`config.mk`:
```
export PLATFORM = sky130hd
export DESIGN_NAME = s_curve_setpoint_generator
export DESIGN_NICKNAME = d
export VERILOG_FILES = /design/src/sv/scv_pkg.sv /design/src/sv/scv_divider.sv /design/src/sv/scv_counters.sv /design/src/sv/s_curve_setpoint_generator.sv
export SDC_FILE = /design/constraint.sdc
export NUM_CORES = 2
export LEC_CHECK = 0
export ABC_AREA = 1
export BUFFER_PORTS_ARGS = -buffer_cell sky130_fd_sc_hd__buf_2
export CORE_MARGIN = 2
export CORE_UTILIZATION = 65
export CTS_CLUSTER_SIZE = 40
export DETAILED_ROUTE_END_ITERATION = 8
export GPL_ROUTABILITY_DRIVEN = 0
export PLACE_DENSITY_LB_ADDON = 0.1
export SLEW_MARGIN = 30
export SYNTH_ARGS = -nofsm -noshare
export SYNTH_HDL_FRONTEND = slang
export SYNTH_HIERARCHICAL = 1
export SYNTH_SLANG_ARGS = --single-unit
```
`constraint.sdc`:
```
create_clock -name clock -period 9.4 [get_ports clock]
set_input_delay 0.47 -clock clock [delete_from_list [all_inputs] [get_ports clock]]
set_output_delay 0.47 -clock clock [all_outputs]
set_load 0.02 [all_outputs]
```
`src/sv/scv_pkg.sv`:
```
`timescale 1ns / 1ps
// ----------------------------------------------------------------------------
// scv_pkg
// Shared widths, the S-curve table and its lookup functions.
// ----------------------------------------------------------------------------
package scv_pkg;

   localparam int TABLE_POINTS = 200;          // saturation point of a segment index
   localparam int ROM_SEGMENTS = 200;          // segments in the stored curve
   localparam int HALF_POINTS  = 101;          // stored half curve, entries 0..100
   localparam int ONE_Q16      = 65536;

   localparam int POS_W   = 24;                // positions and floor offset
   localparam int TPP_W   = 8;                 // ticks per point
   localparam int TICK_W  = 8;
   localparam int IDX_W   = $clog2(TABLE_POINTS + 2);
   localparam int ENTRY_W = 17;                // unsigned Q1.16, up to 1.0
   localparam int DIFF_W  = ENTRY_W + 1;
   localparam int DELTA_W = POS_W + 1;         // target minus floor
   localparam int V_W     = 26;                // interpolated curve value times n
   localparam int PROD_W  = DELTA_W + V_W;
   localparam int DIV_W   = PROD_W - 16;       // magnitude after the Q16 shift
   localparam int SUM_W   = DIV_W + 2;

   localparam int CSR_IDX_W  = 2;
   localparam logic [CSR_IDX_W-1:0] CSR_FLOOR_OFFSET = 2'd0;
   localparam logic [CSR_IDX_W-1:0] CSR_UP_TPP       = 2'd1;
   localparam logic [CSR_IDX_W-1:0] CSR_DOWN_TPP     = 2'd2;

   localparam logic [1:0] DIR_IDLE = 2'd0;
   localparam logic [1:0] DIR_RISE = 2'd1;
   localparam logic [1:0] DIR_FALL = 2'd2;
   localparam logic [1:0] DIR_HOLD = 2'd3;

   localparam logic [15:0] HALF_CURVE [HALF_POINTS] = '{
      16'd0,     16'd4,     16'd16,    16'd36,    16'd65,
      16'd101,   16'd145,   16'd198,   16'd258,   16'd327,
      16'd403,   16'd488,   16'd580,   16'd681,   16'd789,
      16'd905,   16'd1029,  16'd1161,  16'd1301,  16'd1449,
      16'd1604,  16'd1767,  16'd1937,  16'd2115,  16'd2301,
      16'd2494,  16'd2695,  16'd2903,  16'd3119,  16'd3341,
      16'd3572,  16'd3809,  16'd4053,  16'd4305,  16'd4563,
      16'd4829,  16'd5101,  16'd5380,  16'd5666,  16'd5959,
      16'd6258,  16'd6564,  16'd6876,  16'd7195,  16'd7520,
      16'd7851,  16'd8188,  16'd8531,  16'd8881,  16'd9237,
      16'd9598,  16'd9964,  16'd10337, 16'd10714, 16'd11098,
      16'd11487, 16'd11881, 16'd12280, 16'd12684, 16'd13093,
      16'd13508, 16'd13926, 16'd14350, 16'd14778, 16'd15210,
      16'd15647, 16'd16088, 16'd16533, 16'd16982, 16'd17435,
      16'd17891, 16'd18352, 16'd18816, 16'd19283, 16'd19755,
      16'd20228, 16'd20705, 16'd21185, 16'd21668, 16'd22154,
      16'd22642, 16'd23133, 16'd23626, 16'd24121, 16'd24619,
      16'd25119, 16'd25620, 16'd26123, 16'd26628, 16'd27135,
      16'd27642, 16'd28151, 16'd28661, 16'd29172, 16'd29685,
      16'd30197, 16'd30710, 16'd31225, 16'd31738, 16'd32254,
      16'd32768
   };

   typedef struct packed {
      logic              rise;     // rise beat accepted
      logic              fall;     // fall beat accepted
      logic [TPP_W-1:0]  n;        // ticks per point in use, never zero
   } scv_cmd_type;

   typedef struct packed {
      logic [IDX_W-1:0]  rise_index;
      logic [TICK_W-1:0] rise_tick;
      logic [IDX_W-1:0]  fall_index;
      logic [TICK_W-1:0] fall_tick;
   } scv_ctr_type;

   function automatic logic [ENTRY_W-1:0] rise_entry_int(input int k);
      logic [ENTRY_W-1:0] e;
      if (k >= ROM_SEGMENTS) begin
         e = ENTRY_W'(ONE_Q16);
      end else if (k < HALF_POINTS) begin
         e = {1'b0, HALF_CURVE[k]};
      end else begin
         e = ENTRY_W'(ONE_Q16) - {1'b0, HALF_CURVE[ROM_SEGMENTS - k]};
      end
      return e;
   endfunction

   // curve entry at index i; falling curve mirrors the rising one
   function automatic logic [ENTRY_W-1:0] curve_entry(input logic rising,
                                                      input logic [IDX_W:0] i);
      int k;
      logic [ENTRY_W-1:0] e;
      k = int'(i);
      if (rising) begin
         e = rise_entry_int(k);
      end else if (k >= ROM_SEGMENTS) begin
         e = '0;
      end else begin
         e = rise_entry_int(ROM_SEGMENTS - k);
      end
      return e;
   endfunction

endpackage

```
`src/sv/scv_divider.sv`:
```
`timescale 1ns / 1ps
// ----------------------------------------------------------------------------
// scv_divider
// Restoring unsigned divider, one quotient bit per cycle.
// ----------------------------------------------------------------------------
module scv_divider (
   input  logic                       clock,
   input  logic                       reset,
   input  logic                       start,
   input  logic [scv_pkg::DIV_W-1:0]  dividend,
   input  logic [scv_pkg::TPP_W-1:0]  divisor,
   output logic                       busy,
   output logic                       done,
   output logic [scv_pkg::DIV_W-1:0]  quotient
);
   import scv_pkg::*;

   localparam int CNT_W = $clog2(DIV_W + 1);

   logic [TPP_W-1:0] rem_ff, rem_in;
   logic [DIV_W-1:0] quo_ff, quo_in;
   logic [TPP_W-1:0] dsr_ff;
   logic [CNT_W-1:0] cnt_ff, cnt_in;
   logic             busy_ff, busy_in;
   logic             done_ff, done_in;
   logic [TPP_W:0]   trial;
   logic             fits;

   assign trial = {rem_ff, quo_ff[DIV_W-1]};
   assign fits  = (trial >= {1'b0, dsr_ff});

   always_comb begin
      rem_in  = rem_ff;
      quo_in  = quo_ff;
      cnt_in  = cnt_ff;
      busy_in = busy_ff;
      done_in = 1'b0;
      if (start) begin
         rem_in  = '0;
         quo_in  = dividend;
         cnt_in  = CNT_W'(DIV_W);
         busy_in = 1'b1;
      end else if (busy_ff) begin
         rem_in = fits ? TPP_W'(trial - {1'b0, dsr_ff}) : TPP_W'(trial);
         quo_in = {quo_ff[DIV_W-2:0], fits};
         cnt_in = cnt_ff - 1'b1;
         if (cnt_ff == CNT_W'(1)) begin
            busy_in = 1'b0;
            done_in = 1'b1;
         end
      end
   end

   always_ff @(posedge clock) begin
      if (reset) begin
         busy_ff <= 1'b0;
         done_ff <= 1'b0;
         cnt_ff  <= '0;
      end else begin
         busy_ff <= busy_in;
         done_ff <= done_in;
         cnt_ff  <= cnt_in;
      end
      rem_ff <= rem_in;
      quo_ff <= quo_in;
      if (start) begin
         dsr_ff <= divisor;
      end
   end

   assign busy     = busy_ff;
   assign done     = done_ff;
   assign quotient = quo_ff;

endmodule

```
`src/sv/scv_counters.sv`:
```
`timescale 1ns / 1ps
// ----------------------------------------------------------------------------
// scv_counters
// Segment index and tick counters for the rising and falling profiles.
// ----------------------------------------------------------------------------
module scv_counters (
   input  logic                 clock,
   input  logic                 reset,
   input  scv_pkg::scv_cmd_type cmd,
   output scv_pkg::scv_ctr_type status
);
   import scv_pkg::*;

   scv_ctr_type ctr_ff, ctr_in;

   // one tick step; index moves on when the tick passes n
   function automatic logic [IDX_W+TICK_W-1:0] step(input logic [IDX_W-1:0] idx,
                                                   input logic [TICK_W-1:0] tick,
                                                   input logic [TPP_W-1:0] n);
      logic [TICK_W:0]  t;
      logic [IDX_W:0]   i;
      logic [TICK_W-1:0] t_out;
      t = {1'b0, tick} + 1'b1;
      i = {1'b0, idx};
      t_out = TICK_W'(t);
      if (t > {1'b0, n}) begin
         t_out = '0;
         i = i + 1'b1;
      end
      if (i > (IDX_W+1)'(TABLE_POINTS)) begin
         i = (IDX_W+1)'(TABLE_POINTS);
      end
      return {IDX_W'(i), t_out};
   endfunction

   always_comb begin
      ctr_in = ctr_ff;
      if (cmd.rise) begin
         {ctr_in.rise_index, ctr_in.rise_tick} =
            step(ctr_ff.rise_index, ctr_ff.rise_tick, cmd.n);
         ctr_in.fall_index = '0;
         ctr_in.fall_tick  = '0;
      end else if (cmd.fall) begin
         {ctr_in.fall_index, ctr_in.fall_tick} =
            step(ctr_ff.fall_index, ctr_ff.fall_tick, cmd.n);
         ctr_in.rise_index = '0;
         ctr_in.rise_tick  = '0;
      end
   end

   always_ff @(posedge clock) begin
      if (reset) begin
         ctr_ff <= '0;
      end else begin
         ctr_ff <= ctr_in;
      end
   end

   assign status = ctr_ff;

endmodule

```
`src/sv/s_curve_setpoint_generator.sv`:
```
`timescale 1ns / 1ps
// ----------------------------------------------------------------------------
// s_curve_setpoint_generator
// S-curve position setpoint generator with a shared iterative divider.
// ----------------------------------------------------------------------------
// Usage:
//   req_* carries one tick beat: a direction and a target position. Rise and
//   fall beats produce one setpoint beat on rsp_*; idle and hold beats are
//   taken without leaving idle, produce nothing and leave the counters alone.
//   setpoint = floor + (target - floor) * s, with s interpolated linearly
//   between two adjacent entries of a Q1.16 S-curve table, truncated toward
//   zero and saturated to 24 bits.
//   A rise or fall beat passes from acceptance to rsp_valid through lookup,
//   two interpolation steps, multiply, magnitude, divider start, the divider
//   iterations, done seen and output load. req_ready is low for that whole
//   time, so a new beat is taken only after the last result is loaded.
//   The result sits in an output register; if rsp_ready is held low, the
//   next beat can be taken and computed, and finishes once the earlier
//   result has been taken.
//   csr_* writes floor offset, up and down ticks per point; the user must write
//   only while idle, the block does not enforce it. Reset (synchronous)
//   restores floor -100, 4 and 8 ticks per point, clears all profile counters.
// ----------------------------------------------------------------------------
module s_curve_setpoint_generator (
   input  logic                          clock,
   input  logic                          reset,
   input  logic                          req_valid,
   output logic                          req_ready,
   input  logic [1:0]                    req_direction,
   input  logic signed [scv_pkg::POS_W-1:0] req_target_position,
   output logic                          rsp_valid,
   input  logic                          rsp_ready,
   output logic signed [scv_pkg::POS_W-1:0] rsp_setpoint,
   input  logic                          csr_write_enable,
   input  logic [scv_pkg::CSR_IDX_W-1:0] csr_index,
   input  logic [scv_pkg::POS_W-1:0]     csr_write_data
);
   import scv_pkg::*;

   typedef enum logic [2:0] {
      ST_IDLE, ST_LOOK, ST_SCALE, ST_INTERP, ST_MUL, ST_ABS, ST_DIV, ST_FIN
   } state_type;

   state_type state_ff;

   // configuration
   logic signed [POS_W-1:0] floor_ff;
   logic [TPP_W-1:0]        up_tpp_ff;
   logic [TPP_W-1:0]        down_tpp_ff;

   // per-beat working registers
   logic                     rising_ff;
   logic signed [POS_W-1:0]  target_ff;
   logic [IDX_W-1:0]         idx_ff;
   logic [TICK_W-1:0]        tick_ff;
   logic [TPP_W-1:0]         n_ff;
   logic [ENTRY_W-1:0]       y0_ff;
   logic signed [DIFF_W-1:0] diff_ff;
   logic signed [DELTA_W-1:0] delta_ff;
   logic [ENTRY_W+TPP_W-1:0] base_ff;
   logic signed [V_W-1:0]    v_ff;
   logic signed [PROD_W-1:0] prod_ff;
   logic                     neg_ff;
   logic [DIV_W-1:0]         mag_ff;
   logic                     div_start_ff;

   logic                     rsp_valid_ff;
   logic signed [POS_W-1:0]  rsp_setpoint_ff;

   logic                     accept;
   logic                     active_dir;
   logic [TPP_W-1:0]         n_sel;
   scv_cmd_type              ctr_cmd;
   scv_ctr_type              ctr_status;

   logic                     div_busy;
   logic                     div_done;
   logic [DIV_W-1:0]         div_quotient;

   logic [ENTRY_W-1:0]       y0_w;
   logic [ENTRY_W-1:0]       y1_w;
   logic signed [V_W:0]      v_w;
   logic [PROD_W-1:0]        prod_abs;
   logic signed [SUM_W-1:0]  y_w;
   logic signed [SUM_W-1:0]  sum_w;
   logic signed [POS_W-1:0]  sat_w;
   logic                     out_free;
   logic                     fin_fire;

   assign req_ready  = (state_ff == ST_IDLE);
   assign accept     = req_valid && req_ready;
   assign active_dir = (req_direction == DIR_RISE) || (req_direction == DIR_FALL);

   // zero ticks per point acts as one
   always_comb begin
      n_sel = (req_direction == DIR_RISE) ? up_tpp_ff : down_tpp_ff;
      if (n_sel == '0) begin
         n_sel = TPP_W'(1);
      end
   end

   assign ctr_cmd.rise = accept && (req_direction == DIR_RISE);
   assign ctr_cmd.fall = accept && (req_direction == DIR_FALL);
   assign ctr_cmd.n    = n_sel;

   scv_counters u_counters (
      .clock  (clock),
      .reset  (reset),
      .cmd    (ctr_cmd),
      .status (ctr_status)
   );

   scv_divider u_divider (
      .clock    (clock),
      .reset    (reset),
      .start    (div_start_ff),
      .dividend (mag_ff),
      .divisor  (n_ff),
      .busy     (div_busy),
      .done     (div_done),
      .quotient (div_quotient)
   );

   // table lookup at the segment and the one after it
   assign y0_w = curve_entry(rising_ff, {1'b0, idx_ff});
   assign y1_w = curve_entry(rising_ff, {1'b0, idx_ff} + 1'b1);

   // v = y0 * n + (y1 - y0) * tick; a stale tick above n is allowed
   assign v_w = $signed({2'b0, base_ff}) + diff_ff * $signed({1'b0, tick_ff});

   assign prod_abs = prod_ff[PROD_W-1] ? PROD_W'(-prod_ff) : PROD_W'(prod_ff);

   // quotient back to signed, add floor, clamp to 24 bits
   assign y_w   = neg_ff ? -$signed({2'b0, div_quotient}) : $signed({2'b0, div_quotient});
   assign sum_w = y_w + SUM_W'(floor_ff);
   always_comb begin
      if (sum_w > SUM_W'(signed'({1'b0, {(POS_W-1){1'b1}}}))) begin
         sat_w = {1'b0, {(POS_W-1){1'b1}}};
      end else if (sum_w < SUM_W'(signed'({1'b1, {(POS_W-1){1'b0}}}))) begin
         sat_w = {1'b1, {(POS_W-1){1'b0}}};
      end else begin
         sat_w = POS_W'(sum_w);
      end
   end

   assign out_free = !rsp_valid_ff || rsp_ready;
   assign fin_fire = (state_ff == ST_FIN) && out_free;

   always_ff @(posedge clock) begin
      if (reset) begin
         state_ff     <= ST_IDLE;
         rsp_valid_ff <= 1'b0;
         div_start_ff <= 1'b0;
         floor_ff     <= -POS_W'(100);
         up_tpp_ff    <= TPP_W'(4);
         down_tpp_ff  <= TPP_W'(8);
      end else begin
         div_start_ff <= (state_ff == ST_ABS);
         if (fin_fire) begin
            rsp_valid_ff <= 1'b1;
         end else if (rsp_valid_ff && rsp_ready) begin
            rsp_valid_ff <= 1'b0;
         end
         if (csr_write_enable) begin
            case (csr_index)
               CSR_FLOOR_OFFSET: floor_ff    <= csr_write_data;
               CSR_UP_TPP:       up_tpp_ff   <= csr_write_data[TPP_W-1:0];
               CSR_DOWN_TPP:     down_tpp_ff <= csr_write_data[TPP_W-1:0];
               default: ;
            endcase
         end
         case (state_ff)
            ST_IDLE: begin
               if (accept && active_dir) begin
                  state_ff <= ST_LOOK;
               end
            end
            ST_LOOK:   state_ff <= ST_SCALE;
            ST_SCALE:  state_ff <= ST_INTERP;
            ST_INTERP: state_ff <= ST_MUL;
            ST_MUL:    state_ff <= ST_ABS;
            ST_ABS:    state_ff <= ST_DIV;
            ST_DIV: begin
               if (div_done) begin
                  state_ff <= ST_FIN;
               end
            end
            ST_FIN: begin
               if (out_free) begin
                  rsp_setpoint_ff <= sat_w;
                  state_ff        <= ST_IDLE;
               end
            end
            default: state_ff <= ST_IDLE;
         endcase
      end

      // datapath, no reset needed
      if (accept) begin
         rising_ff <= (req_direction == DIR_RISE);
         target_ff <= req_target_position;
         idx_ff    <= (req_direction == DIR_RISE) ? ctr_status.rise_index
                                                  : ctr_status.fall_index;
         tick_ff   <= (req_direction == DIR_RISE) ? ctr_status.rise_tick
                                                  : ctr_status.fall_tick;
         n_ff      <= n_sel;
      end
      if (state_ff == ST_LOOK) begin
         y0_ff    <= y0_w;
         diff_ff  <= $signed({1'b0, y1_w}) - $signed({1'b0, y0_w});
         delta_ff <= DELTA_W'(target_ff) - DELTA_W'(floor_ff);
      end
      if (state_ff == ST_SCALE) begin
         base_ff <= y0_ff * n_ff;
      end
      if (state_ff == ST_INTERP) begin
         v_ff <= V_W'(v_w);
      end
      if (state_ff == ST_MUL) begin
         prod_ff <= PROD_W'(delta_ff) * PROD_W'(v_ff);
      end
      if (state_ff == ST_ABS) begin
         neg_ff <= prod_ff[PROD_W-1];
         mag_ff <= prod_abs[PROD_W-1:16];
      end
   end

   assign rsp_valid    = rsp_valid_ff;
   assign rsp_setpoint = rsp_setpoint_ff;

   // ------------------------------------------------------------------------
   // assertions
   // ------------------------------------------------------------------------
   a_div_only_in_div: assert property (@(posedge clock) disable iff (reset)
      div_busy |-> (state_ff == ST_DIV))
      else $error("divider running outside the divide step");

   a_fall_clears_rise: assert property (@(posedge clock) disable iff (reset)
      (accept && (req_direction == DIR_FALL)) |=>
         (ctr_status.rise_index == '0) && (ctr_status.rise_tick == '0))
      else $error("fall beat did not clear rise counters");

   a_index_saturates: assert property (@(posedge clock) disable iff (reset)
      (ctr_status.rise_index <= IDX_W'(TABLE_POINTS)) &&
      (ctr_status.fall_index <= IDX_W'(TABLE_POINTS)))
      else $error("segment index past table end");

   a_quiet_beat_no_work: assert property (@(posedge clock) disable iff (reset)
      (accept && !active_dir) |=> (state_ff == ST_IDLE) && $stable(ctr_status))
      else $error("idle or hold beat changed state");

endmodule
```
==> metrics.md <==
| Metric | Value |
|---|---|
| Post-synth top cells | `nand2_1 (2769), inv_1 (1966), fa_1 (909)` |
| Sequential share of the synthesized area | `0.1618` |
| RSZ-0062 raised after global routing | `false` |
| Iter 0 DRT Violations | `7771` |
| Syn avg cell area | `7.191 µm²` |
| Share of layout cells above drive strength 1 | `0.04616` |
| Boundary pin count | `83` |
| Root buf cell | `clkbuf_16` |
| Longest Clk Path Bufs | `3` |
| Antenna viol nets, final | `0` |
| Core Area | `106800 µm²` |
| DPL Wire Length | `170200 µm` |
| Area fraction of the dominant cell type after synthesis | `0.2608` |
| Synth top area cells | `fa_1 (26%), nand2_1 (15%), edfxtp_1 (14%)` |
| CP delay by family, top | `adder cells` |
| Initial core utilization | `0.6536` |
| Top_reg_cell synth | `edfxtp_1` |
| Area grow syn2layout | `4.440%` |
| Min Tclk post-route | `7.908 ns` |
| EDFF count, synth | `314` |
| Rel. slew slack | `0.2660` |
| CTS tree | `done` |
| Worst EP required | `9.78 ns` |
| Die H | `331.6 µm` |
| Synth async-reset ratio | `0` |
| Non-Filler Instances | `10985` |
| Vias | `64608` |
| Die Footprint | `110000 µm²` |
| Drt pass-1 iters | `9` |
| Count leader, synth | `nand2_1` |
| Setup bufs post-CTS | `0` |
| Fin Clk Skew | `0.03194 ns` |
| Synth warnings | `6` |
| Cts repair resizes | `0` |
| Post-Syn Nets | `11088` |
| CP cell instances | `nand2_1 -> inv_1 -> fa_1 -> inv_1 -> fa_1 -> inv_1 -> fa_1 -> fa_1 -> fa_1 -> fa_1 -> fa_1 -> ha_1 -> nand2_1 -> nor2_1 -> inv_1 -> nor4_1 -> nand3_1 -> nand3_1 -> a311oi_1 -> xnor2_1` |
| Crit Path Class | `register to register` |
| DRC | `286` |
| CP bufs+invs | `4` |
| Placed Cells | `10888` |
| Setup-failing EPs final | `0` |
| Final worst-path cycle share | `0.8413` |
| Maximum clock frequency | `0.1265 GHz` |
| Critical Path Sink Type | `register` |
| Synth Register Bits | `407` |
| Most used cell, CP | `fa_1` |
| Synthesized cell area | `69780 µm²` |
| Rows | `120` |
| Placed instance area | `71180 µm²` |
| Status | `finished with violations` |
| CP max FO | `25` |
| First-pass GRT wire length | `343100 µm` |
| Final Slew Violations | `0` |
| Fillcell total | `9159` |
| GR Util All Layers | `0.3933` |
| DR WL/cell | `19.58 µm` |
| Maxcap violations | `0` |
| Post-route cell area | `72880 µm²` |
| CP Launch Type | `register` |
| Worst-path clk slew | `0.07 ns` |
| CP max stage delay | `0.79 ns` |
| Worst hold path type | `input pin to register` |
| Distinct cells, synth | `69` |
| DIE WIDTH | `331.6 µm` |
| Fin nets | `10921` |
| Port buffer count | `82` |
| Number of global-route vias before repair | `64468` |
| Post-Synthesis Cells | `9704` |
| Post-cts hold buffer count | `4` |
| Largest net degree at the start of global routing | `60` |
| Worst-margin pin slew | `1.093 ns` |
| Post-Route Setup TNS | `0 ns` |
| Hold Vio Cnt, Final | `0` |
| Gr ovfl total | `0` |
| Via density | `5.881` |
| Failing checks | `design-rule violations` |
| CP arrival | `8.29 ns` |
| Critical-path top delay cell | `edfxtp_1` |
| Post-synth top area cell | `fa_1` |
| Num CTS Buffers | `46` |
| Clk_lat worst skew | `0.62 ns` |
| Routed Wire Length | `215100 µm` |
| # clock sinks | `407` |
| Antenna violations before repair | `3` |
| H-tree levels | `2` |
==> cells by family after synthesis <==
group | share of synthesized area
simple gates | 0.2401
buf+inv | 0.1347
fa+ha+maj | 0.3357
compound gates | 0.09181
flops | 0.1618
xor+xnor | 0.03552
mux | 0.0002869
==> routing by layer <==
| layer | wire length [µm] | GRT usage | vias to the layer above |
|---|---|---|---|
| li1 | - | - | 29400 |
| met1 | 76230 | 0.4665 | 30279 |
| met2 | 97980 | 0.6381 | 3873 |
| met3 | 20650 | 0.07688 | 1056 |
| met4 | 20200 | 0.2916 | 0 |
| met5 | 0 | 0 | - |
==> path summary, 6_finish.rpt <==
path	start	to	slack, ns	cells past startpoint
max	v_ff[25]	prod_ff[45]	1.49	20
min	req_target_position[1]	target_ff[1]	0.03	1
min reg2reg	down_tpp_ff[0]	down_tpp_ff[0]	0.47	2
max reg2reg	v_ff[25]	prod_ff[45]	1.49	20
==> layout by cell type, fill, tap and decap left out, drive strengths merged, types with 93 or more instances in the layout <==
cell type,Yosys,layout
nand3,497,497
dfxtp,93,93
xnor2,100,100
fa,909,909
inv,1998,2003
a21oi,420,420
edfxtp,314,314
nand2,2806,2806
buf,117,219
ha,418,418
nor2,633,633
xor2,183,183
o21ai,406,406
==> per-stage QoR <==
step | setup slack [ns] | hold WS, ns | util
finish | 1.492 | 0.03495 | 0.6827
global route | 1.234 | 0.01380 | 0.6826
detailed placement | 1.819 | 0.4498 | 0.6668
floorplan | 2.230 | 0.4214 | -
global placement | 1.756 | 0.4352 | 0.6661
CTS | 1.749 | 0.004903 | 0.6823
==> registers in the layout (all words and copies together), names as in the netlist, 17 cells and up <==
signal,count
delta_ff,25
u_counters/status,32
rsp_setpoint,24
u_divider/quotient,35
mag_ff,35
target_ff,24
y0_ff,17
floor_ff,24
diff_ff,18
base_ff,25
prod_ff,51
v_ff,26
==> area by class of cell <==
| type | instances | area, µm² | area share |
|---|---|---|---|
| Multi-Input combinational cell | 6851 | 49150 | 0.6745 |
| Sequential cell | 407 | 11290 | 0.1549 |
| Inverter | 2008 | 7540 | 0.1035 |
| Tap cell | 1403 | 1755 | 0.02409 |
| Timing Repair Buffer | 223 | 1505 | 0.02065 |
| Clock buffer | 50 | 1166 | 0.01600 |
| Clock inverter | 36 | 449.2 | 0.006164 |
| Antenna cell | 7 | 17.52 | 0.0002404 |
==> worst reg2reg max path, stage by stage (launching register included) <==
cell	delay [ns]
edfxtp_1	0.79
nand2_1	0.29
inv_1	0.12
fa_1	0.71
inv_1	0.14
fa_1	0.77
inv_1	0.22
fa_1	0.56
fa_1	0.45
fa_1	0.47
fa_1	0.53
fa_1	0.41
ha_1	0.38
nand2_1	0.11
nor2_1	0.25
inv_1	0.19
nor4_1	0.42
nand3_1	0.17
nand3_1	0.24
a311oi_1	0.15
xnor2_1	0.31
Power is not shown: default switching activity piles up to over one toggle a cycle in this logic, so the estimate is an artifact.
